<file path="config.mk">
export PLATFORM = sky130hd
export DESIGN_NAME = header_checksum_frame_parser_core
export DESIGN_NICKNAME = d
export VERILOG_FILES = /design/src/rtl/core/hcfp_pkg.sv /design/src/rtl/core/hcfp_frame_acc.sv /design/src/rtl/core/header_checksum_frame_parser_core.sv
export SDC_FILE = /design/constraint.sdc
export NUM_CORES = 1
export LEC_CHECK = 0
export BUFFER_PORTS_ARGS = -buffer_cell sky130_fd_sc_hd__buf_2
export CORE_ASPECT_RATIO = 2
export CORE_UTILIZATION = 50
export CTS_BUF_LIST = sky130_fd_sc_hd__clkbuf_16
export DETAILED_ROUTE_END_ITERATION = 12
export PLACE_DENSITY = 0.74
export SKIP_CTS_REPAIR_TIMING = 1
export SLEW_MARGIN = 10
export SYNTH_ARGS = -nofsm -noshare
export SYNTH_HDL_FRONTEND = slang
export SYNTH_SLANG_ARGS = --single-unit
</file>
<file path="constraint.sdc">
create_clock -name clk -period 2.14 [get_ports clk]
set_clock_uncertainty 0.1 [all_clocks]
set_input_delay 0.107 -clock clk [delete_from_list [all_inputs] [get_ports clk]]
set_output_delay 0.107 -clock clk [all_outputs]
set_load 0.02 [all_outputs]
</file>
<file path="src/rtl/core/hcfp_pkg.sv">
// Package for the header/checksum frame parser.
// Holds the status codes, frame positions, bin codes, the result struct and the class-to-bin map.
// Used by hcfp_frame_acc and header_checksum_frame_parser_core.
`timescale 1ns / 1ps

package hcfp_pkg;

	// Result status codes.
	typedef enum logic [1:0] {
		ST_OK       = 2'd0,
		ST_HEADER   = 2'd1,
		ST_LENGTH   = 2'd2,
		ST_CHECKSUM = 2'd3
	} status_t;

	// Byte position counter and the frame layout.
	localparam int unsigned COUNT_W = 4;
	typedef logic [COUNT_W-1:0] pos_t;

	localparam pos_t POS_HDR0     = 4'd0;
	localparam pos_t POS_HDR1     = 4'd1;
	localparam pos_t POS_CLASS    = 4'd2;
	localparam pos_t POS_ANGLE    = 4'd3;
	localparam pos_t POS_X_LO     = 4'd4;
	localparam pos_t POS_X_HI     = 4'd5;
	localparam pos_t POS_Y_LO     = 4'd6;
	localparam pos_t POS_Y_HI     = 4'd7;
	localparam pos_t POS_CHECKSUM = 4'd8;
	localparam pos_t COUNT_MAX    = 4'd15;

	// Header register reset values.
	localparam logic [7:0] HEADER_FIRST_RST  = 8'hAA;
	localparam logic [7:0] HEADER_SECOND_RST = 8'hBB;

	// Configuration register indexes.
	localparam logic CFG_HEADER_FIRST  = 1'b0;
	localparam logic CFG_HEADER_SECOND = 1'b1;

	// Bin codes.
	localparam logic [1:0] BIN_HAZARDOUS  = 2'd0;
	localparam logic [1:0] BIN_KITCHEN    = 2'd1;
	localparam logic [1:0] BIN_RECYCLABLE = 2'd2;
	localparam logic [1:0] BIN_OTHER      = 2'd3;

	// Outcome of the class lookup: hit is low for classes without a bin.
	typedef struct packed {
		logic       hit;
		logic [1:0] code;
	} bin_lookup_t;

	// One result transaction.
	typedef struct packed {
		status_t     status;
		logic [7:0]  object_class;
		logic [7:0]  angle;
		logic [15:0] x_pos;
		logic [15:0] y_pos;
		logic [1:0]  bin;
	} result_t;

	// Maps an object class to its bin.
	function automatic bin_lookup_t bin_of(input logic [7:0] cls);
		bin_lookup_t r;
		r.hit  = 1'b1;
		r.code = BIN_HAZARDOUS;
		case (cls) inside
			8'd0, 8'd1:       r.code = BIN_HAZARDOUS;
			8'd2, 8'd3, 8'd7: r.code = BIN_KITCHEN;
			8'd4, 8'd8:       r.code = BIN_RECYCLABLE;
			8'd5, 8'd6:       r.code = BIN_OTHER;
			default:          r.hit  = 1'b0;
		endcase
		return r;
	endfunction

endpackage

</file>
<file path="src/rtl/core/hcfp_frame_acc.sv">
// Per-byte frame state: position counter, running checksum, header flag and captured fields.
// Forms the result for a byte that ends a burst. Depends on hcfp_pkg.
`timescale 1ns / 1ps

module hcfp_frame_acc (
	input  logic             clk,
	input  logic             arst_n,
	input  logic             take,
	input  logic [7:0]       data_byte,
	input  logic             end_of_frame,
	input  logic [7:0]       header_first,
	input  logic [7:0]       header_second,
	output hcfp_pkg::result_t result
);

	hcfp_pkg::pos_t byte_count_q;
	logic [7:0]     running_sum_q;
	logic           header_ok_q;
	logic [7:0]     class_q;
	logic [7:0]     angle_q;
	logic [15:0]    x_q;
	logic [15:0]    y_q;
	logic [1:0]     last_bin_q;

	hcfp_pkg::bin_lookup_t lookup;
	logic                  header_ok_now;

	// Header comparison against the register values current for this byte.
	always_comb begin
		header_ok_now = header_ok_q;
		if (byte_count_q == hcfp_pkg::POS_HDR0 && data_byte != header_first) begin
			header_ok_now = 1'b0;
		end
		if (byte_count_q == hcfp_pkg::POS_HDR1 && data_byte != header_second) begin
			header_ok_now = 1'b0;
		end
	end

	assign lookup = hcfp_pkg::bin_of(class_q);

	// Result for a byte that ends the burst; checks go length, header, checksum.
	always_comb begin
		result = '0;
		if (byte_count_q != hcfp_pkg::POS_CHECKSUM) begin
			result.status = hcfp_pkg::ST_LENGTH;
		end else if (!header_ok_q) begin
			result.status = hcfp_pkg::ST_HEADER;
		end else if (running_sum_q != data_byte) begin
			result.status = hcfp_pkg::ST_CHECKSUM;
		end else begin
			result.status       = hcfp_pkg::ST_OK;
			result.object_class = class_q;
			result.angle        = angle_q;
			result.x_pos        = x_q;
			result.y_pos        = y_q;
			result.bin          = lookup.hit ? lookup.code : last_bin_q;
		end
	end

	// Burst state: counts, sums and returns to its start at the end of each burst.
	always_ff @(posedge clk or negedge arst_n) begin
		if (!arst_n) begin
			byte_count_q  <= '0;
			running_sum_q <= '0;
			header_ok_q   <= 1'b1;
			last_bin_q    <= hcfp_pkg::BIN_HAZARDOUS;
		end else if (take) begin
			if (end_of_frame) begin
				byte_count_q  <= '0;
				running_sum_q <= '0;
				header_ok_q   <= 1'b1;
				if (result.status == hcfp_pkg::ST_OK) begin
					last_bin_q <= result.bin;
				end
			end else begin
				header_ok_q <= header_ok_now;
				if (byte_count_q < hcfp_pkg::POS_CHECKSUM) begin
					running_sum_q <= running_sum_q + data_byte;
				end
				if (byte_count_q < hcfp_pkg::COUNT_MAX) begin
					byte_count_q <= byte_count_q + 1'b1;
				end
			end
		end
	end

	// Field capture by position; the last byte of a burst is captured too.
	always_ff @(posedge clk or negedge arst_n) begin
		if (!arst_n) begin
			class_q <= '0;
			angle_q <= '0;
			x_q     <= '0;
			y_q     <= '0;
		end else if (take) begin
			case (byte_count_q)
				hcfp_pkg::POS_CLASS: class_q     <= data_byte;
				hcfp_pkg::POS_ANGLE: angle_q     <= data_byte;
				hcfp_pkg::POS_X_LO:  x_q[7:0]    <= data_byte;
				hcfp_pkg::POS_X_HI:  x_q[15:8]   <= data_byte;
				hcfp_pkg::POS_Y_LO:  y_q[7:0]    <= data_byte;
				hcfp_pkg::POS_Y_HI:  y_q[15:8]   <= data_byte;
				default: begin
				end
			endcase
		end
	end

endmodule

</file>
<file path="src/rtl/core/header_checksum_frame_parser_core.sv">
// Top level of the header/checksum frame parser: configuration registers, handshake and
// output register. Depends on hcfp_pkg and hcfp_frame_acc.
`timescale 1ns / 1ps

// The parser takes one received byte per cycle on the input channel while no last byte is
// stalled, with end_of_frame set on the last byte of a burst. Every byte is handled in the
// cycle it is accepted by the per-byte compare-and-add logic, so the sustained rate is one
// byte per cycle unless a last byte stalls. Only the last byte of a burst produces a result
// transaction: status, the decoded frame fields and the bin code, which are captured in an
// output register when that byte is accepted and held there until taken. Bytes that end no
// burst are accepted even while a result waits; a last byte stalls only while the previous
// result is still held and not being taken in that cycle. The header registers are written
// through cfg_we, cfg_index and cfg_data and take effect at the next byte.
module header_checksum_frame_parser_core (
	input  logic        clk,
	input  logic        arst_n,
	input  logic        in_valid,
	output logic        in_ready,
	input  logic [7:0]  data_byte,
	input  logic        end_of_frame,
	output logic        out_valid,
	input  logic        out_ready,
	output logic [1:0]  status,
	output logic [7:0]  object_class,
	output logic [7:0]  angle,
	output logic [15:0] x_pos,
	output logic [15:0] y_pos,
	output logic [1:0]  bin,
	input  logic        cfg_we,
	input  logic        cfg_index,
	input  logic [7:0]  cfg_data
);

	logic [7:0]        header_first_q;
	logic [7:0]        header_second_q;
	logic              take;
	hcfp_pkg::result_t result;
	hcfp_pkg::result_t result_q;
	logic              out_valid_q;

	// Configuration registers.
	always_ff @(posedge clk or negedge arst_n) begin
		if (!arst_n) begin
			header_first_q  <= hcfp_pkg::HEADER_FIRST_RST;
			header_second_q <= hcfp_pkg::HEADER_SECOND_RST;
		end else if (cfg_we) begin
			case (cfg_index)
				hcfp_pkg::CFG_HEADER_FIRST:  header_first_q  <= cfg_data;
				hcfp_pkg::CFG_HEADER_SECOND: header_second_q <= cfg_data;
				default: begin
				end
			endcase
		end
	end

	// A byte that ends a burst needs room in the output register.
	assign in_ready = !end_of_frame || !out_valid_q || out_ready;
	assign take     = in_valid && in_ready;

	hcfp_frame_acc u_frame_acc (
		.clk           (clk),
		.arst_n        (arst_n),
		.take          (take),
		.data_byte     (data_byte),
		.end_of_frame  (end_of_frame),
		.header_first  (header_first_q),
		.header_second (header_second_q),
		.result        (result)
	);

	// Output valid flag.
	always_ff @(posedge clk or negedge arst_n) begin
		if (!arst_n) begin
			out_valid_q <= 1'b0;
		end else if (take && end_of_frame) begin
			out_valid_q <= 1'b1;
		end else if (out_ready) begin
			out_valid_q <= 1'b0;
		end
	end

	// Output payload register.
	always_ff @(posedge clk) begin
		if (take && end_of_frame) begin
			result_q <= result;
		end
	end

	assign out_valid    = out_valid_q;
	assign status       = result_q.status;
	assign object_class = result_q.object_class;
	assign angle        = result_q.angle;
	assign x_pos        = result_q.x_pos;
	assign y_pos        = result_q.y_pos;
	assign bin          = result_q.bin;

endmodule
</file>
==> results of run 1 <==
-- worst max-delay path, stage by stage, from the launching register on --
cell	delay (ps)
dfrtp_1	380
ha_1	240
fa_2	400
a211oi_2	240
o21bai_1	110
a21oi_1	180
xor2_1	170
o31ai_1	70
-- through the flow --
stage	setup TNS [ps]	hold WS [ps]	util (%)	instance area (um2)	cells
after floorplan	0	-289	-	5740	409
after global placement	-27.5	6.01	57.3	6430	634
after detailed placement	-1770	12.6	57.3	6430	634
after CTS	-3430	-417	62.7	7040	666
after global routing	0	55.0	64.3	7210	677
final	0	38.3	64.3	7210	677
-- metal layers --
layer / track usage, % / wire [um] / vias up
li1: - / - / 1670
met1: 20.2 / 3940 / 1760
met2: 39.1 / 6500 / 80
met3: 4.99 / 365 / 31
met4: 11.8 / 439 / 0
met5: 0 / 0 / -
-- synthesized netlist by cell type (all sizes together) --
master / number / area share (%)
a211oi: 4 / 0.52
a21boi: 1 / 0.13
a21o: 3 / 0.39
a21oi: 7 / 0.61
a31oi: 1 / 0.11
and2: 51 / 5.6
and2b: 2 / 0.28
and3: 4 / 0.44
buf: 5 / 0.59
clkbuf: 14 / 1.0
dfrtp: 69 / 30
dfstp: 11 / 5.0
edfxtp: 52 / 27
fa: 1 / 0.35
ha: 11 / 2.4
inv: 5 / 0.33
maj3: 1 / 0.17
mux2: 66 / 13
nand2: 22 / 2.1
nand2b: 5 / 0.55
nand3: 4 / 0.52
nand3b: 1 / 0.13
nand4: 4 / 0.44
nand4b: 1 / 0.15
nor2: 11 / 0.72
nor2b: 2 / 0.22
nor3: 1 / 0.087
nor3b: 1 / 0.22
nor4: 1 / 0.11
o211ai: 1 / 0.13
o21ai: 12 / 1.1
o21ba: 1 / 0.17
o21bai: 2 / 0.26
o311ai: 2 / 0.31
o31ai: 3 / 0.39
o32a: 1 / 0.17
o41ai: 2 / 0.31
or3: 1 / 0.11
or3b: 1 / 0.15
or4: 1 / 0.20
xnor2: 19 / 2.9
xor2: 2 / 0.31
-- worst min path at each step --
stage / from / end / slack, ps / cells after the start
finish: end_of_frame / u_frame_acc.running_sum_q[6]$_DFFE_PN0P_ / 40 / 2
global route: end_of_frame / u_frame_acc.running_sum_q[6]$_DFFE_PN0P_ / 60 / 2
CTS: arst_n / u_frame_acc.last_bin_q[0]$_DFFE_PN0P_ / -420 / 1
detailed placement: arst_n / u_frame_acc.last_bin_q[1]$_DFFE_PN0P_ / 10 / 1
global placement: arst_n / u_frame_acc.last_bin_q[0]$_DFFE_PN0P_ / 6 / 1
floorplan: arst_n / header_first_q[0]$_DFFE_PN0P_ / -290 / 0
-- flip-flops by register name, indices dropped and copies added (netlist names) --
| register | count |
|---|---|
| angle | 8 |
| bin | 2 |
| header_first_q | 8 |
| header_second_q | 8 |
| object_class | 8 |
| out_valid | 1 |
| status | 2 |
| u_frame_acc.angle_q | 8 |
| u_frame_acc.byte_count_q | 4 |
| u_frame_acc.class_q | 8 |
| u_frame_acc.header_ok_q | 1 |
| u_frame_acc.last_bin_q | 2 |
| u_frame_acc.running_sum_q | 8 |
| u_frame_acc.x_q | 16 |
| u_frame_acc.y_q | 16 |
| x_pos | 16 |
| y_pos | 16 |
-- kinds of logic (layout without fill, tap and decap cells) --
group           after synthesis  count (layout)  share of synthesized area [%]
xor+xnor                     21              21                           3.21
mux                          66              66                           13.0
compound gates               40              40                           4.62
simple gates                113             113                           12.0
buf+inv                      24             150                           1.92
fa+ha+maj                    13              13                           2.92
flops                       132             132                           62.3
-- power by group --
group,total (W),switching [W],leakage (nW),internal (W)
Combinational,0.00131,0.000605,1.40,0.000703
Sequential,0.00341,0.000294,1.51,0.00312
Clock,0.00293,0.000988,0.310,0.00194
-- cell type report --
type | instances | area [um2]
clock buffer | 19 | 475
timing repair buffer | 113 | 713
clock inverter | 13 | 135
multi-input combinational | 253 | 2120
fill | 831 | 4000
sequential | 132 | 3580
inverter | 5 | 18.8
tap | 142 | 178
-- layout by cell type, fill, tap and decap left out, types with 2 or more instances in the layout --
master,synthesis,layout
a211oi_1,4,2
a211oi_2,0,2
a21o_1,3,3
a21oi_1,7,7
and2_1,51,51
and3_1,4,2
and3_4,0,2
buf_12,0,2
buf_2,3,75
buf_4,1,25
bufinv_16,0,3
clkbuf_16,0,19
clkinv_1,0,4
clkinv_2,0,2
dfrtp_1,69,69
dfstp_2,11,11
dlygate4sd3_1,0,11
edfxtp_1,52,52
ha_1,11,8
ha_4,0,3
inv_1,5,7
mux2_1,2,2
mux2_2,63,63
nand2_1,17,17
nand2_4,5,5
nand2b_1,5,5
nand3_1,2,2
nand3_2,2,2
nand4_1,4,4
nor2_1,11,11
nor2b_1,2,2
o21ai_0,11,10
o21bai_1,2,2
o311ai_1,2,2
o31ai_1,3,3
o41ai_1,2,2
xnor2_1,19,19
xor2_1,2,2
==> metrics.csv, run 1 <==
metric,value,unit
die_w,77.8,um
cts_tree,yes,
power.leakage,3.22,nW
cts.clk_slew.worst_paths,50,ps
cts-htree-levels,4,
start_util,51.2,%
synth_cell_types,51,
root_buffer,clkbuf_16,
slew_headroom,51.2,%
synth-seq-area-share,62.3,%
status,finished clean,
layout_setup_ws,114,ps
nets,557,
cp-start-kind,flop,
rows,55,
r2r_start,u_frame_acc.running_sum_q[0]$_DFFE_PN0P_,
track_usage,20.9,%
ios,77,
worstPathArrival,2190,ps
finalPower,0.00765,W
grt_start_max_net_pins,38,
synthesis.area,5740,um2
dp_hpwl,8050,um
die_h,154,um
cts_sinks,132,
wirelength,11200,um
finalHoldViolations,0,
yosysWarnings,0,
drv_slew,0,
first_pass_iters,4,
routed_via_density,5.23,
coreArea,11200,um2
cap_violations,0,
setup_viol,0,
ys_ff_latch,132,
endpoint_kind,flop,
period_share,94.7,%
synth_cells,409,
ant_nets,0,
startpoint,u_frame_acc.running_sum_q[0]$_DFFE_PN0P_,
ff2ff_path_depth,7,
worstMarginPinSlew,731,ps
fmax,0.494,GHz
postSynthAreaPerCell,14.0,um2
gr-total-overflow,0,
drive_gt1_share,41.9,%
ir_drop,0.000827,V
gp_congestion,0.866,
cp_max_fo,3,
diodes,0,
grt_pass1_wl,18300,um
drtIter0Drc,146,
grt_pass1_vias,3740,
reg2reg_to,u_frame_acc.running_sum_q[6]$_DFFE_PN0P_,
hold_class,in2reg,
clock_latency,400,ps
cts_made_buffers,17,
drc_errors,0,
syn-num-nets,444,
design.die.area,11900,um2
numPortBuffers,76,
rsz0062_at_grt,no,
grt_antenna_before_repair,0,
rrSetupSlack,110,ps
wl_per_cell,16.6,um
vias,3541,
dpl_worst_slack,-70.8,ps
power.density,1060,nW/um2
crit_type,reg2reg,
endpoint,u_frame_acc.running_sum_q[6]$_DFFE_PN0P_,
period_needed,2030,ps
cp.required,2310,ps
syn_to_final_growth,25.7,%
cts.path.max_buffers,2,
Note: power is estimated with default switching activity, not from simulation.
==> run 2, diff against run 1 <==
- CTS_BUF_LIST: sky130_fd_sc_hd__clkbuf_16 -> sky130_fd_sc_hd__clkbuf_8
==> metrics.csv, run 2 (same netlist as run 1, synthesis figures left out) <==
metric,value,unit
crit_type,reg2reg,
cts_tree,yes,
vias,3548,
cp-start-kind,flop,
fillerInstances,855,
design.die.area,11900,um2
finalPower,0.00713,W
final_common_cell,buf_2,
gp_congestion,0.866,
fmax,0.495,GHz
wirelength,11100,um
grt_pass1_vias,3694,
routed_via_density,5.24,
cts.clk_slew.worst_paths,70,ps
nets,557,
power.leakage,3.16,nW
power.density,1010,nW/um2
rows,55,
setup_viol,0,
hold_class,in2reg,
ios,77,
cp.required,2320,ps
drv_slew,0,
gr-total-overflow,0,
status,finished clean,
grt_pass1_wl,18000,um
worstMarginPinSlew,736,ps
final_cell_mix,"75 x buf_2, 69 x dfrtp_1, 63 x mux2_2, 52 x edfxtp_1, 51 x and2_1",
drtIter0Drc,123,
grt_start_max_net_pins,38,
clock_latency,420,ps
rsz0062_at_grt,no,
finalHoldViolations,0,
ff2ff_path_depth,7,
start_util,51.2,%
cts.path.max_buffers,2,
cp_max_fo,3,
cts_sinks,132,
post-route-util,63.1,%
regArea,3580,um2
ant_nets,0,
grt_antenna_before_repair,0,
root_buffer,clkbuf_8,
drc_errors,0,
startpoint,u_frame_acc.running_sum_q[0]$_DFFE_PN0P_,
numPortBuffers,76,
worstPathArrival,2200,ps
ir_drop,0.000584,V
cts_made_buffers,17,
endpoint,u_frame_acc.running_sum_q[6]$_DFFE_PN0P_,
diodes,0,
period_needed,2020,ps
rrSetupSlack,120,ps
reg2reg_to,u_frame_acc.running_sum_q[6]$_DFFE_PN0P_,
drive_gt1_share,42.2,%
endpoint_kind,flop,
coreArea,11200,um2
track_usage,20.5,%
die_w,77.8,um
period_share,94.3,%
multi_input_area,2110,um2
cts-htree-levels,4,
cap_violations,0,
wl_per_cell,16.4,um
r2r_start,u_frame_acc.running_sum_q[0]$_DFFE_PN0P_,
slew_headroom,50.8,%
syn_to_final_growth,23.3,%
first_pass_iters,5,
dp_hpwl,8050,um
die_h,154,um
run 2: cell count changes in the layout (fill, tap and decap cells not counted), moves of 2 or more:
cell       before  now
clkinv_1        4    0
clkbuf_16      19    0
clkbuf_8        0   22
bufinv_16       3    5
run 2: through the flow:
step	TNS [ps]	hold slack, ps	area (um2)	worst slack, ps	std cells
4_1_cts	-3160	-456	6910	-85.5	666
6_report	0	3.86	7070	122	677
2_1_floorplan	0	-289	5740	146	409
3_3_place_gp	-27.5	6.01	6430	-22.8	634
3_5_place_dp	-1770	12.6	6430	-70.8	634
5_1_grt	0	13.3	7070	9.53	677
run 2: where the power goes:
part	switching [W]	internal (W)
registers	0.000293	0.00312
clock network	0.000890	0.00153
logic	0.000593	0.000700
run 2: worst max-delay path, stage by stage (launching register included):
cell and delay [ps]:
dfrtp_1 390, ha_1 230, fa_2 400, a211oi_2 230, o21bai_1 110, a21oi_1 180
xor2_1 170, o31ai_1 80
run 2: worst min path at each step:
stage                  from                                  endpoint  slack [ps]  cells after the start
6_report           in_valid       u_frame_acc.header_ok_q$_DFFE_PN1P_           4                      3
5_1_grt        end_of_frame  u_frame_acc.running_sum_q[3]$_DFFE_PN0P_          10                      2
4_1_cts              arst_n     u_frame_acc.last_bin_q[1]$_DFFE_PN0P_        -460                      1
3_5_place_dp         arst_n     u_frame_acc.last_bin_q[1]$_DFFE_PN0P_          10                      1
3_3_place_gp         arst_n     u_frame_acc.last_bin_q[0]$_DFFE_PN0P_           6                      1
2_1_floorplan        arst_n             header_first_q[0]$_DFFE_PN0P_        -290                      0
run 2: area by class of cell:
type	count	area share, %
Inverter	5	0.265
Sequential cell	132	50.6
Timing Repair Buffer	113	10.1
Clock buffer	22	4.28
Multi-Input combinational cell	253	29.8
Clock inverter	10	2.49
Tap cell	142	2.51
run 2: layer usage:
layer  track usage (%)  up-vias  share of wire (%)
met1              20.2     1750                 35
li1                  -     1673                  -
met5                 0        -                  0
met2              37.5       89                 57
met3              4.81       36                2.9
met4              13.1        0                4.9
==> run 3, diff against run 2 <==
--- a/config.mk
+++ b/config.mk
@@ -8,2 +8,3 @@
 export BUFFER_PORTS_ARGS = -buffer_cell sky130_fd_sc_hd__buf_2
+export CAP_MARGIN = 0
 export CORE_ASPECT_RATIO = 2
==> constraint.sdc (replaced) <==
create_clock -name clk -period 2.14 [get_ports clk]
set_clock_uncertainty 0.1 [all_clocks]
set_input_delay 0.214 -clock clk [delete_from_list [all_inputs] [get_ports clk]]
set_output_delay 0.214 -clock clk [all_outputs]
set_load 0.02 [all_outputs]
==> metrics.csv, run 3 (same netlist as run 1, synthesis figures left out) <==
metric,value,unit
finalHoldViolations,1,
slew_headroom,59.0,%
ff2ff_path_depth,7,
final_cell_mix,"75 x buf_2, 69 x dfrtp_1, 63 x mux2_2, 52 x edfxtp_1, 51 x and2_1",
dpl_worst_slack,-36.0,ps
first_pass_iters,4,
violations,hold timing,
grt_pass1_vias,3563,
crit_type,reg2reg,
root_buffer,clkbuf_8,
clock_latency,430,ps
routed_via_density,5.16,
cp.required,2330,ps
worstMarginPinSlew,614,ps
gr-total-overflow,0,
vias,3485,
cp-start-kind,flop,
cts_made_buffers,17,
setup_viol,0,
drive_gt1_share,42.0,%
worstPathArrival,2240,ps
post-route-cell-area,6960,um2
cts_tree,yes,
dp.cells,632,
grt_antenna_before_repair,0,
fillerInstances,862,
grt_start_max_net_pins,42,
holdWs,-19.1,ps
period_share,96.0,%
cts-htree-levels,4,
multi_input_area,2110,um2
endpoint_kind,flop,
drv_slew,0,
wirelength,10700,um
rrSetupSlack,90,ps
cp_max_fo,3,
cap_violations,0,
nets,555,
die_h,154,um
period_needed,2050,ps
numPortBuffers,76,
regArea,3580,um2
rows,55,
status,finished with violations,
diodes,0,
coreArea,11200,um2
syn_to_final_growth,21.4,%
start_util,51.2,%
cts.clk_slew.worst_paths,70,ps
post-route-util,62.1,%
final_common_cell,buf_2,
hold_class,in2reg,
wl_per_cell,15.9,um
hold_path_depth,3,
dp_hpwl,7990,um
rsz0062_at_grt,yes,
layout_setup_ws,86.3,ps
place_area,6410,um2
ant_nets,0,
stdcell_count,675,
design.die.area,11900,um2
cts.path.max_buffers,2,
ios,77,
drtIter0Drc,127,
cts_sinks,132,
gp_congestion,0.878,
power.leakage,3.09,nW
power.density,954,nW/um2
fmax,0.487,GHz
drc_errors,0,
grt_pass1_wl,17400,um
track_usage,19.7,%
ir_drop,0.000433,V
die_w,77.8,um
[run 3: worst paths after layout]
path,startpoint,end
setup / recovery,u_frame_acc.running_sum_q[0]$_DFFE_PN0P_,u_frame_acc.running_sum_q[6]$_DFFE_PN0P_
hold / removal,in_valid,out_valid$_DFFE_PN0P_
setup reg to reg,u_frame_acc.running_sum_q[0]$_DFFE_PN0P_,u_frame_acc.running_sum_q[6]$_DFFE_PN0P_
hold reg to reg,u_frame_acc.y_q[6]$_DFFE_PN0P_,u_frame_acc.y_q[6]$_DFFE_PN0P_
max in group asynchronous,arst_n,header_second_q[1]$_DFFE_PN1P_
min in group asynchronous,arst_n,u_frame_acc.class_q[2]$_DFFE_PN0P_
[run 3: power by group]
group | internal, W | switching [W]
sequential | 0.00311 | 0.000279
clock | 0.00105 | 0.000934
combinational | 0.000674 | 0.000592
total | 0.00484 | 0.00180
[run 3: per-stage QoR]
stage | setup TNS [ps] | total power, W
after detailed placement | -36.0 | 0.00466
after global routing | -37.2 | 0.00699
after global placement | 0 | 0.00456
after CTS | -57.1 | 0.00665
after floorplan | 0 | 0.00424
final | 0 | 0.00665
[run 3: worst max-delay path: stages (launching register included)]
cell and delay (ps):
dfrtp_1 380, ha_1 230, fa_2 390, a211oi_2 250
o21bai_1 110, a21oi_1 180, xor2_1 190, o31ai_1 90
[run 3: cell type report]
| class | count | share of cell area (%) |
|---|---|---|
| sequential | 132 | 51.4 |
| multi-input combinational | 253 | 30.3 |
| timing repair buffer | 111 | 10.0 |
| clock buffer | 18 | 3.56 |
| tap | 142 | 2.55 |
| clock inverter | 14 | 1.94 |
| inverter | 5 | 0.269 |
[run 3: per-layer routing]
layer  wire [um]  global-route usage [%]
met4         279                    9.16
met2        6210                    36.9
met3         376                    5.22
met1        3880                    19.6
met5           0                       0
